[src/rtl/ucb_pkg.sv]
package ucb_pkg;

  localparam int unsigned MAX_EDGES_DEF = 64;
  localparam logic [15:0] WEIGHT_RST    = 16'd5793;
  localparam logic [15:0] LN2_Q16       = 16'd45426;
  localparam logic [47:0] SCORE_MAX     = 48'h7FFF_FFFF_FFFF;
  localparam logic [47:0] SCORE_MIN     = 48'h8000_0000_0000;

  typedef struct packed {
    logic               child_present;
    logic [31:0]        child_visits;
    logic signed [47:0] child_value_sum;
    logic [31:0]        parent_visits;
    logic               last_edge;
  } in_t;

  typedef struct packed {
    logic [5:0] best_edge;
    logic       best_unvisited;
  } out_t;

  typedef enum logic [7:0] {
    ST_IDLE   = 8'b0000_0001,
    ST_NORM   = 8'b0000_0010,
    ST_LNMUL  = 8'b0000_0100,
    ST_RATIO  = 8'b0000_1000,
    ST_SQRT   = 8'b0001_0000,
    ST_MULX   = 8'b0010_0000,
    ST_SCORE  = 8'b0100_0000,
    ST_DECIDE = 8'b1000_0000
  } state_t;

  // log2 of 1.f in Q16 for the four bits below the leading one
  function automatic logic [15:0] log2_frac(input logic [3:0] f);
    logic [15:0] r;
    case (f)
      4'd0:    r = 16'd0;
      4'd1:    r = 16'd5732;
      4'd2:    r = 16'd11136;
      4'd3:    r = 16'd16248;
      4'd4:    r = 16'd21098;
      4'd5:    r = 16'd25711;
      4'd6:    r = 16'd30109;
      4'd7:    r = 16'd34312;
      4'd8:    r = 16'd38336;
      4'd9:    r = 16'd42196;
      4'd10:   r = 16'd45904;
      4'd11:   r = 16'd49472;
      4'd12:   r = 16'd52911;
      4'd13:   r = 16'd56229;
      4'd14:   r = 16'd59434;
      default: r = 16'd62534;
    endcase
    return r;
  endfunction

endpackage

[src/rtl/ucb_div.sv]
module ucb_div import ucb_pkg::*; #(
  parameter int unsigned NW = 56,
  parameter int unsigned DW = 32
) (
  input  logic          clk,
  input  logic          rst_n,
  input  logic          start,
  input  logic [NW-1:0] dividend,
  input  logic [DW-1:0] divisor,
  output logic          busy,
  output logic [NW-1:0] quotient
);

  localparam int unsigned CW = $clog2(NW + 1);

  logic [NW-1:0] num_r, num_nxt;
  logic [DW-1:0] rem_r, rem_nxt;
  logic [DW-1:0] den_r;
  logic [CW-1:0] cnt_r, cnt_nxt;
  logic          busy_r, busy_nxt;
  logic [DW:0]   trial;
  logic [DW:0]   diff;

  assign trial = {rem_r, num_r[NW-1]};
  assign diff  = trial - {1'b0, den_r};

  always_comb begin
    num_nxt  = num_r;
    rem_nxt  = rem_r;
    cnt_nxt  = cnt_r;
    busy_nxt = busy_r;
    if (start) begin
      num_nxt  = dividend;
      rem_nxt  = '0;
      cnt_nxt  = CW'(NW);
      busy_nxt = 1'b1;
    end else if (busy_r) begin
      // one quotient bit per cycle, restoring
      if (trial >= {1'b0, den_r}) begin
        rem_nxt = diff[DW-1:0];
        num_nxt = {num_r[NW-2:0], 1'b1};
      end else begin
        rem_nxt = trial[DW-1:0];
        num_nxt = {num_r[NW-2:0], 1'b0};
      end
      cnt_nxt = cnt_r - CW'(1);
      if (cnt_r == CW'(1)) begin
        busy_nxt = 1'b0;
      end
    end
  end

  always_ff @(posedge clk) begin
    if (!rst_n) begin
      busy_r <= 1'b0;
      cnt_r  <= '0;
    end else begin
      busy_r <= busy_nxt;
      cnt_r  <= cnt_nxt;
    end
  end

  always_ff @(posedge clk) begin
    num_r <= num_nxt;
    rem_r <= rem_nxt;
    if (start) begin
      den_r <= divisor;
    end
  end

  assign busy     = busy_r;
  assign quotient = num_r;

endmodule

[src/rtl/ucb_sqrt.sv]
module ucb_sqrt import ucb_pkg::*; #(
  parameter int unsigned VW = 38
) (
  input  logic            clk,
  input  logic            rst_n,
  input  logic            start,
  input  logic [VW-1:0]   value,
  output logic            busy,
  output logic [VW/2-1:0] root
);

  localparam int unsigned RW    = VW / 2;
  localparam int unsigned REM_W = RW + 2;
  localparam int unsigned CW    = $clog2(RW + 1);

  logic [VW-1:0]    val_r;
  logic [REM_W-1:0] rem_r;
  logic [RW-1:0]    root_r;
  logic [CW-1:0]    cnt_r;
  logic             busy_r;
  logic [REM_W+1:0] r2;
  logic [REM_W+1:0] trial;

  assign r2    = {rem_r, val_r[VW-1:VW-2]};
  assign trial = (REM_W + 2)'({root_r, 2'b01});

  always_ff @(posedge clk) begin
    if (!rst_n) begin
      busy_r <= 1'b0;
      cnt_r  <= '0;
    end else if (start) begin
      busy_r <= 1'b1;
      cnt_r  <= CW'(RW);
    end else if (busy_r) begin
      cnt_r <= cnt_r - CW'(1);
      if (cnt_r == CW'(1)) begin
        busy_r <= 1'b0;
      end
    end
  end

  // two radicand bits per cycle, one root bit out
  always_ff @(posedge clk) begin
    if (start) begin
      val_r  <= value;
      rem_r  <= '0;
      root_r <= '0;
    end else if (busy_r) begin
      val_r <= {val_r[VW-3:0], 2'b00};
      if (r2 >= trial) begin
        rem_r  <= REM_W'(r2 - trial);
        root_r <= {root_r[RW-2:0], 1'b1};
      end else begin
        rem_r  <= REM_W'(r2);
        root_r <= {root_r[RW-2:0], 1'b0};
      end
    end
  end

  assign busy = busy_r;
  assign root = root_r;

endmodule

[src/rtl/ucb1_child_select.sv]
// UCB1 child selection. Feed the edges of one node one per transfer; the
// transfer marked last_edge yields one result with the index of the edge of
// highest score (earliest wins ties, unvisited edges win outright). A scored
// edge goes through the leading-one search, the ln multiply, a bit-serial
// ratio divider and a square root unit while a bit-serial mean divider
// runs beside them, then through the scaling, summing and comparison
// states. An edge that needs no score (unvisited, no child, an unvisited
// leader, or past MAX_EDGES) goes from the idle state straight to the
// decision state. The result register lets the next edge enter while a
// result waits.
module ucb1_child_select import ucb_pkg::*; #(
  parameter int unsigned MAX_EDGES = MAX_EDGES_DEF
) (
  input  logic        clk,
  input  logic        rst_n,
  input  logic        cfg_we,
  input  logic [15:0] cfg_wdata,
  input  logic        in_valid,
  output logic        in_ready,
  input  in_t         in_data,
  output logic        out_valid,
  input  logic        out_ready,
  output out_t        out_data
);

  localparam int unsigned IDX_W = $clog2(MAX_EDGES);
  localparam int unsigned POS_W = $clog2(MAX_EDGES + 1);

  state_t state_r;

  logic [15:0]      weight_r;
  logic [POS_W-1:0] pos_r;
  logic [IDX_W-1:0] lead_idx_r;
  logic [47:0]      lead_score_r;
  logic             lead_inf_r;
  logic             out_valid_r;
  out_t             out_r;

  logic             inf_r, last_r, neg_r;
  logic [31:0]      visits_r;
  logic [32:0]      x_r;
  logic [5:0]       k_r;
  logic [47:0]      mean_r;
  logic [22:0]      explore_r;
  logic [47:0]      score_r;

  logic             accept;
  logic             in_range;
  logic             inf_in;
  logic             need_score;
  logic [47:0]      mag;

  logic             mean_start, mean_busy;
  logic [55:0]      mean_q;
  logic             ratio_start, ratio_busy;
  logic [36:0]      ratio_q;
  logic             sqrt_start, sqrt_busy;
  logic [18:0]      root;

  logic [21:0]      l2;
  logic [37:0]      ln_prod;
  logic [20:0]      ln;
  logic [34:0]      wprod;
  logic [47:0]      mean_sat;
  logic [48:0]      sum;
  logic             take;
  logic             out_free;
  logic             res_load;
  logic [IDX_W-1:0] idx_new;
  logic [IDX_W+5:0] idx_ext;

  assign accept   = in_valid && in_ready;
  assign in_ready = (state_r == ST_IDLE);
  assign in_range = (pos_r < POS_W'(MAX_EDGES));
  assign inf_in   = !in_data.child_present || (in_data.child_visits == 32'd0);
  assign need_score = in_range && !inf_in && !(lead_inf_r && pos_r != '0);
  assign mag = in_data.child_value_sum[47] ? (48'd0 - in_data.child_value_sum)
                                           : in_data.child_value_sum;

  assign mean_start  = accept && need_score;
  assign ratio_start = (state_r == ST_LNMUL);
  assign sqrt_start  = (state_r == ST_RATIO) && !ratio_busy;

  ucb_div #(.NW(56), .DW(32)) u_mean_div (
    .clk      (clk),
    .rst_n    (rst_n),
    .start    (mean_start),
    .dividend ({mag, 8'd0}),
    .divisor  (in_data.child_visits),
    .busy     (mean_busy),
    .quotient (mean_q)
  );

  assign l2      = {k_r, 16'd0} + 22'(log2_frac(x_r[31:28]));
  assign ln_prod = l2 * LN2_Q16;
  assign ln      = ln_prod[36:16];

  ucb_div #(.NW(37), .DW(33)) u_ratio_div (
    .clk      (clk),
    .rst_n    (rst_n),
    .start    (ratio_start),
    .dividend ({ln, 16'd0}),
    .divisor  ({1'b0, visits_r} + 33'd1),
    .busy     (ratio_busy),
    .quotient (ratio_q)
  );

  ucb_sqrt #(.VW(38)) u_sqrt (
    .clk   (clk),
    .rst_n (rst_n),
    .start (sqrt_start),
    .value ({1'b0, ratio_q}),
    .busy  (sqrt_busy),
    .root  (root)
  );

  assign wprod = weight_r * root;

  always_comb begin
    if (neg_r) begin
      mean_sat = (mean_q > {8'd0, SCORE_MIN}) ? SCORE_MIN : (48'd0 - mean_q[47:0]);
    end else begin
      mean_sat = (mean_q > {8'd0, SCORE_MAX}) ? SCORE_MAX : mean_q[47:0];
    end
  end

  assign sum = {mean_r[47], mean_r} + 49'(explore_r);

  always_comb begin
    take = 1'b0;
    if (in_range) begin
      if (pos_r == '0) begin
        take = 1'b1;
      end else if (lead_inf_r) begin
        take = 1'b0;
      end else if (inf_r) begin
        take = 1'b1;
      end else begin
        take = $signed(score_r) > $signed(lead_score_r);
      end
    end
  end

  assign out_free = !out_valid_r || out_ready;
  assign res_load = (state_r == ST_DECIDE) && last_r && out_free;
  assign idx_new  = take ? IDX_W'(pos_r) : lead_idx_r;
  assign idx_ext  = {6'd0, idx_new};

  always_ff @(posedge clk) begin
    if (!rst_n) begin
      state_r      <= ST_IDLE;
      weight_r     <= WEIGHT_RST;
      pos_r        <= '0;
      lead_idx_r   <= '0;
      lead_score_r <= '0;
      lead_inf_r   <= 1'b0;
      out_valid_r  <= 1'b0;
    end else begin
      if (cfg_we) begin
        weight_r <= cfg_wdata;
      end
      if (res_load) begin
        out_valid_r <= 1'b1;
      end else if (out_valid_r && out_ready) begin
        out_valid_r <= 1'b0;
      end
      case (state_r)
        ST_IDLE: begin
          if (accept) begin
            state_r <= need_score ? ST_NORM : ST_DECIDE;
          end
        end
        ST_NORM: begin
          if (x_r[32]) begin
            state_r <= ST_LNMUL;
          end
        end
        ST_LNMUL: state_r <= ST_RATIO;
        ST_RATIO: begin
          if (!ratio_busy) begin
            state_r <= ST_SQRT;
          end
        end
        ST_SQRT: begin
          if (!sqrt_busy && !mean_busy) begin
            state_r <= ST_MULX;
          end
        end
        ST_MULX:  state_r <= ST_SCORE;
        ST_SCORE: state_r <= ST_DECIDE;
        ST_DECIDE: begin
          if (!last_r || out_free) begin
            state_r <= ST_IDLE;
            if (last_r) begin
              pos_r        <= '0;
              lead_idx_r   <= '0;
              lead_score_r <= '0;
              lead_inf_r   <= 1'b0;
            end else begin
              if (in_range) begin
                pos_r <= pos_r + POS_W'(1);
              end
              if (take) begin
                lead_idx_r   <= idx_new;
                lead_score_r <= inf_r ? 48'd0 : score_r;
                lead_inf_r   <= inf_r;
              end
            end
          end
        end
        default: state_r <= ST_IDLE;
      endcase
    end
  end

  always_ff @(posedge clk) begin
    if (accept) begin
      inf_r    <= inf_in;
      last_r   <= in_data.last_edge;
      neg_r    <= in_data.child_value_sum[47];
      visits_r <= in_data.child_visits;
      x_r      <= {1'b0, in_data.parent_visits} + 33'd1;
      k_r      <= 6'd32;
    end else if (state_r == ST_NORM && !x_r[32]) begin
      // shift toward the top until the leading one lands at bit 32
      x_r <= {x_r[31:0], 1'b0};
      k_r <= k_r - 6'd1;
    end
    if (state_r == ST_MULX) begin
      mean_r    <= mean_sat;
      explore_r <= wprod[34:12];
    end
    if (state_r == ST_SCORE) begin
      score_r <= (!sum[48] && sum[47]) ? SCORE_MAX : sum[47:0];
    end
    if (res_load) begin
      out_r.best_edge      <= idx_ext[5:0];
      out_r.best_unvisited <= take ? inf_r : lead_inf_r;
    end
  end

  assign out_valid = out_valid_r;
  assign out_data  = out_r;

endmodule
[config.mk]
export PLATFORM = sky130hd
export DESIGN_NAME = ucb1_child_select
export DESIGN_NICKNAME = d
export VERILOG_FILES = /design/src/rtl/ucb_pkg.sv /design/src/rtl/ucb_div.sv /design/src/rtl/ucb_sqrt.sv /design/src/rtl/ucb1_child_select.sv
export SDC_FILE = /design/constraint.sdc
export NUM_CORES = 2
export LEC_CHECK = 0
export ABC_AREA = 0
export BUFFER_PORTS_ARGS = -buffer_cell sky130_fd_sc_hd__buf_4
export CAP_MARGIN = 0
export CORE_ASPECT_RATIO = 0.8
export CORE_UTILIZATION = 51
export DETAILED_ROUTE_END_ITERATION = 7
export GPL_TIMING_DRIVEN = 0
export PLACE_DENSITY = 0.75
export SETUP_SLACK_MARGIN = 0.2
export SLEW_MARGIN = 10
export SYNTH_ARGS = -nofsm -noshare
export SYNTH_HDL_FRONTEND = slang
export SYNTH_SLANG_ARGS = --single-unit
[constraint.sdc]
create_clock -name clk -period 15.6 [get_ports clk]
set_input_delay 1.56 -clock clk [delete_from_list [all_inputs] [get_ports clk]]
set_output_delay 1.56 -clock clk [all_outputs]
set_load 0.01 [all_outputs]
==> reports/summary.txt <==
status: complete, no violations
total routed wirelength: 117000 um
Slew @ Worst Pin: 1.21 ns
Slew HR: 19.0%
final period utilization: 54.0%
fin crit period: 8.43 ns
Reg clk slew, reported paths: 0.06 ns
Psw: 4650 uW
Bufs on Longest Clock Path: 3
clock sink total: 624
vias: 37200
drt via density: 5.64
Cells after Synth: 5109
P_leak: 0.0228 uW
TritonRoute pass-1 iters: 6
sw frac: 43.8%
initial antenna violation count: 1
RSZ-0062 raised after global routing: no
# hold bufs at CTS: 0
gr usage total: 24.2%
setup_tns: 0 ns
Nets: 6230
Yosys reg bits: 624
die height: 278 um
final hold vios: 0
most frequent cells in the layout: inv_1 (627), nand2_1 (519), ha_1 (423)
largest net degree at the start of global routing: 72
vias in the first global route: 36100
Comb pwr share: 64.2%
first-pass GRT wire length: 189000 um
Die ar.: 96400 um^2
CP startpoint kind: register
CTS Root Buffer Type: clkbuf_16
Max H-tree Level: 3
Post-Place Setup Slack: 7.12 ns
core area: 93600 um^2
Post-synth EDFFs: 365
WS Path Type: reg2reg
clk_skew: 0.0204 ns
Core Rows: 100
Setup-failing EPs final: 0
Clock Power Share: 15.8%
IO Port Bufs: 142
width of the die: 347 um
mean post-synth cell area: 9.50 um^2
R2R cell count: 24
Netlist cell types: 82
register area share after synthesis: 33.3%
Initial DRC Count: 3199
proportion of layout cells with a drive suffix above 1: 6.39%
synth warn: 0
HPWL Detailed: 91000 um
Slew Limit Fails: 0
Post-CTS Resized: 0
WP data required: 15.94 ns
post-synthesis cell area: 48500 um^2
Synth async-reset ratio: 0%
CP max FO: 10
most common library cell in the layout ignoring fill and taps: inv_1
Overflow after GRT: 0
P_int: 5950 uW
fmax: 119 MHz
Antenna Cells: 0
worst hold stages: 2
Syn Nets: 6013
worst vdd ir: 480 uV
clock buffer count from CTS: 67
# DRC: 0
TritonCTS clock tree: done
pwr dens: 198 nW/um^2
max-cap check violation count: 0
Placer Congestion: 0.960
Hold Path Class: reg2reg
Most used DFF post-synth: edfxtp_1
final worst slack: 7.17 ns
Routed WL per cell: 17.7 um
Flop pwr share: 20.0%
Post-CTS Setup Bufs: 0
Initial Utilization: 51.8%
nature of the critical path endpoint: register
Area growth syn-to-layout: 10.4%
Worst-Skew Late Latency: 0.63 ns
Critical Path AT: 8.77 ns
io pins: 144
Routed Antenna Nets: 0
power groups by stage:
stage	Combinational, uW	Sequential (uW)	Clock [uW]
5_1_grt	7860	2140	1770
4_1_cts	6850	2110	1700
3_5_place_dp	6750	2150	0
6_report	6810	2120	1670
3_3_place_gp	6620	2140	0
2_1_floorplan	5390	2080	0
area by class of cell:
cell class	count	area, um^2
Fill cell	7933	40000
Multi-Input combinational cell	3615	29100
Sequential cell	624	16100
Inverter	632	2370
Clock buffer	93	1930
Tap cell	1224	1530
Timing Repair Buffer	148	1210
Buffer	238	900
Clock inverter	30	360
critical path, cell delays in order, from the launching register on:
cell and delay, ns:
dfxtp_1 0.33, clkbuf_1 0.56, clkbuf_1 0.50, nand2_1 0.16, fa_1 0.60, fa_1 0.44
fa_1 0.51, inv_1 0.05, fa_1 0.46, fa_1 0.54, inv_1 0.05, fa_1 0.52
inv_1 0.04, ha_1 0.34, a21oi_1 0.10, and2_1 0.17, a21bo_2 0.22, a221oi_1 0.56
a41oi_1 0.31, o21ai_1 0.54, a21oi_1 0.18, o31ai_1 0.51, nor3_1 0.13, o21bai_1 0.19
xnor2_1 0.14
synthesized netlist by cell type, drive strengths merged, types with 5 or more instances:
master	n	area share [%]
a21boi	19	0.29
o211ai	19	0.29
mux2	49	1.1
a211oi	64	0.99
o31ai	30	0.47
nand2b	21	0.27
o22ai	8	0.10
buf	30	0.24
a211o	7	0.13
o21ai	309	3.2
a21oi	208	2.1
o21bai	16	0.25
dfxtp	259	11
nand3b	15	0.23
inv	629	4.9
nand2	521	4.0
nor3	60	0.62
mux2i	84	1.7
nand4b	5	0.090
o41ai	20	0.40
or2	16	0.21
and3	32	0.41
edfxtp	365	23
nor4b	5	0.10
nor4	20	0.26
xnor2	145	2.6
o21a	28	0.43
nand3	178	1.8
a21o	95	1.5
nor3b	13	0.20
nor2b	47	0.61
nor2	304	2.4
a22oi	7	0.11
or3	38	0.50
xor2	131	2.4
or4	17	0.29
a31oi	22	0.28
and2	151	1.9
a221oi	6	0.11
fa	346	14
nand4	51	0.66
ha	423	11
clkbuf	208	1.6
o311ai	42	0.76
stage by stage:
stage,cell area [um^2],instances,power [uW],util (%),hold WS (ns)
after floorplan,48500,5109,7470,-,0.444
after global placement,51100,6475,8770,54.6,0.454
after detailed placement,51300,6481,8900,54.8,0.462
after CTS,53600,6604,10700,57.2,0.472
after global routing,53600,6604,11800,57.2,0.487
final,53600,6604,10600,57.2,0.468
path summary, 6_finish.rpt:
path / start / end / slack, ns
max reg2reg: weight_r[3] / explore_r[22] / 7.17
min reg2reg: lead_score_r[26] / lead_score_r[26] / 0.47
max: weight_r[3] / explore_r[22] / 7.17
min: lead_score_r[26] / lead_score_r[26] / 0.47
logic make-up after synthesis:
| family | count (synthesis) | synth area share, % |
|---|---|---|
| buf+inv | 870 | 6.74 |
| compound gates | 936 | 12.2 |
| fa+ha+maj | 769 | 25.2 |
| xor+xnor | 276 | 4.98 |
| flops | 624 | 33.3 |
| mux | 134 | 2.92 |
| simple gates | 1500 | 14.7 |
routing by layer:
| layer | GRT usage, % | vias up | wire length, um |
|---|---|---|---|
| met4 | 6.71 | 0 | 2890 |
| li1 | - | 17900 | - |
| met1 | 34.7 | 18000 | 53700 |
| met3 | 4.71 | 179 | 8950 |
| met5 | 0 | - | 0 |
| met2 | 37.4 | 1192 | 51700 |
sequential cells by signal, indices dropped and copies added, names as in the netlist, 33 cells and up:
name	flops
lead_score_r	48
mean_r	48
score_r	48
x_r	33
u_ratio_div.den_r	33
u_ratio_div.rem_r	33
u_mean_div.quotient	56
u_sqrt.val_r	38
u_ratio_div.quotient	37
Power figures use the tool's default switching activity.
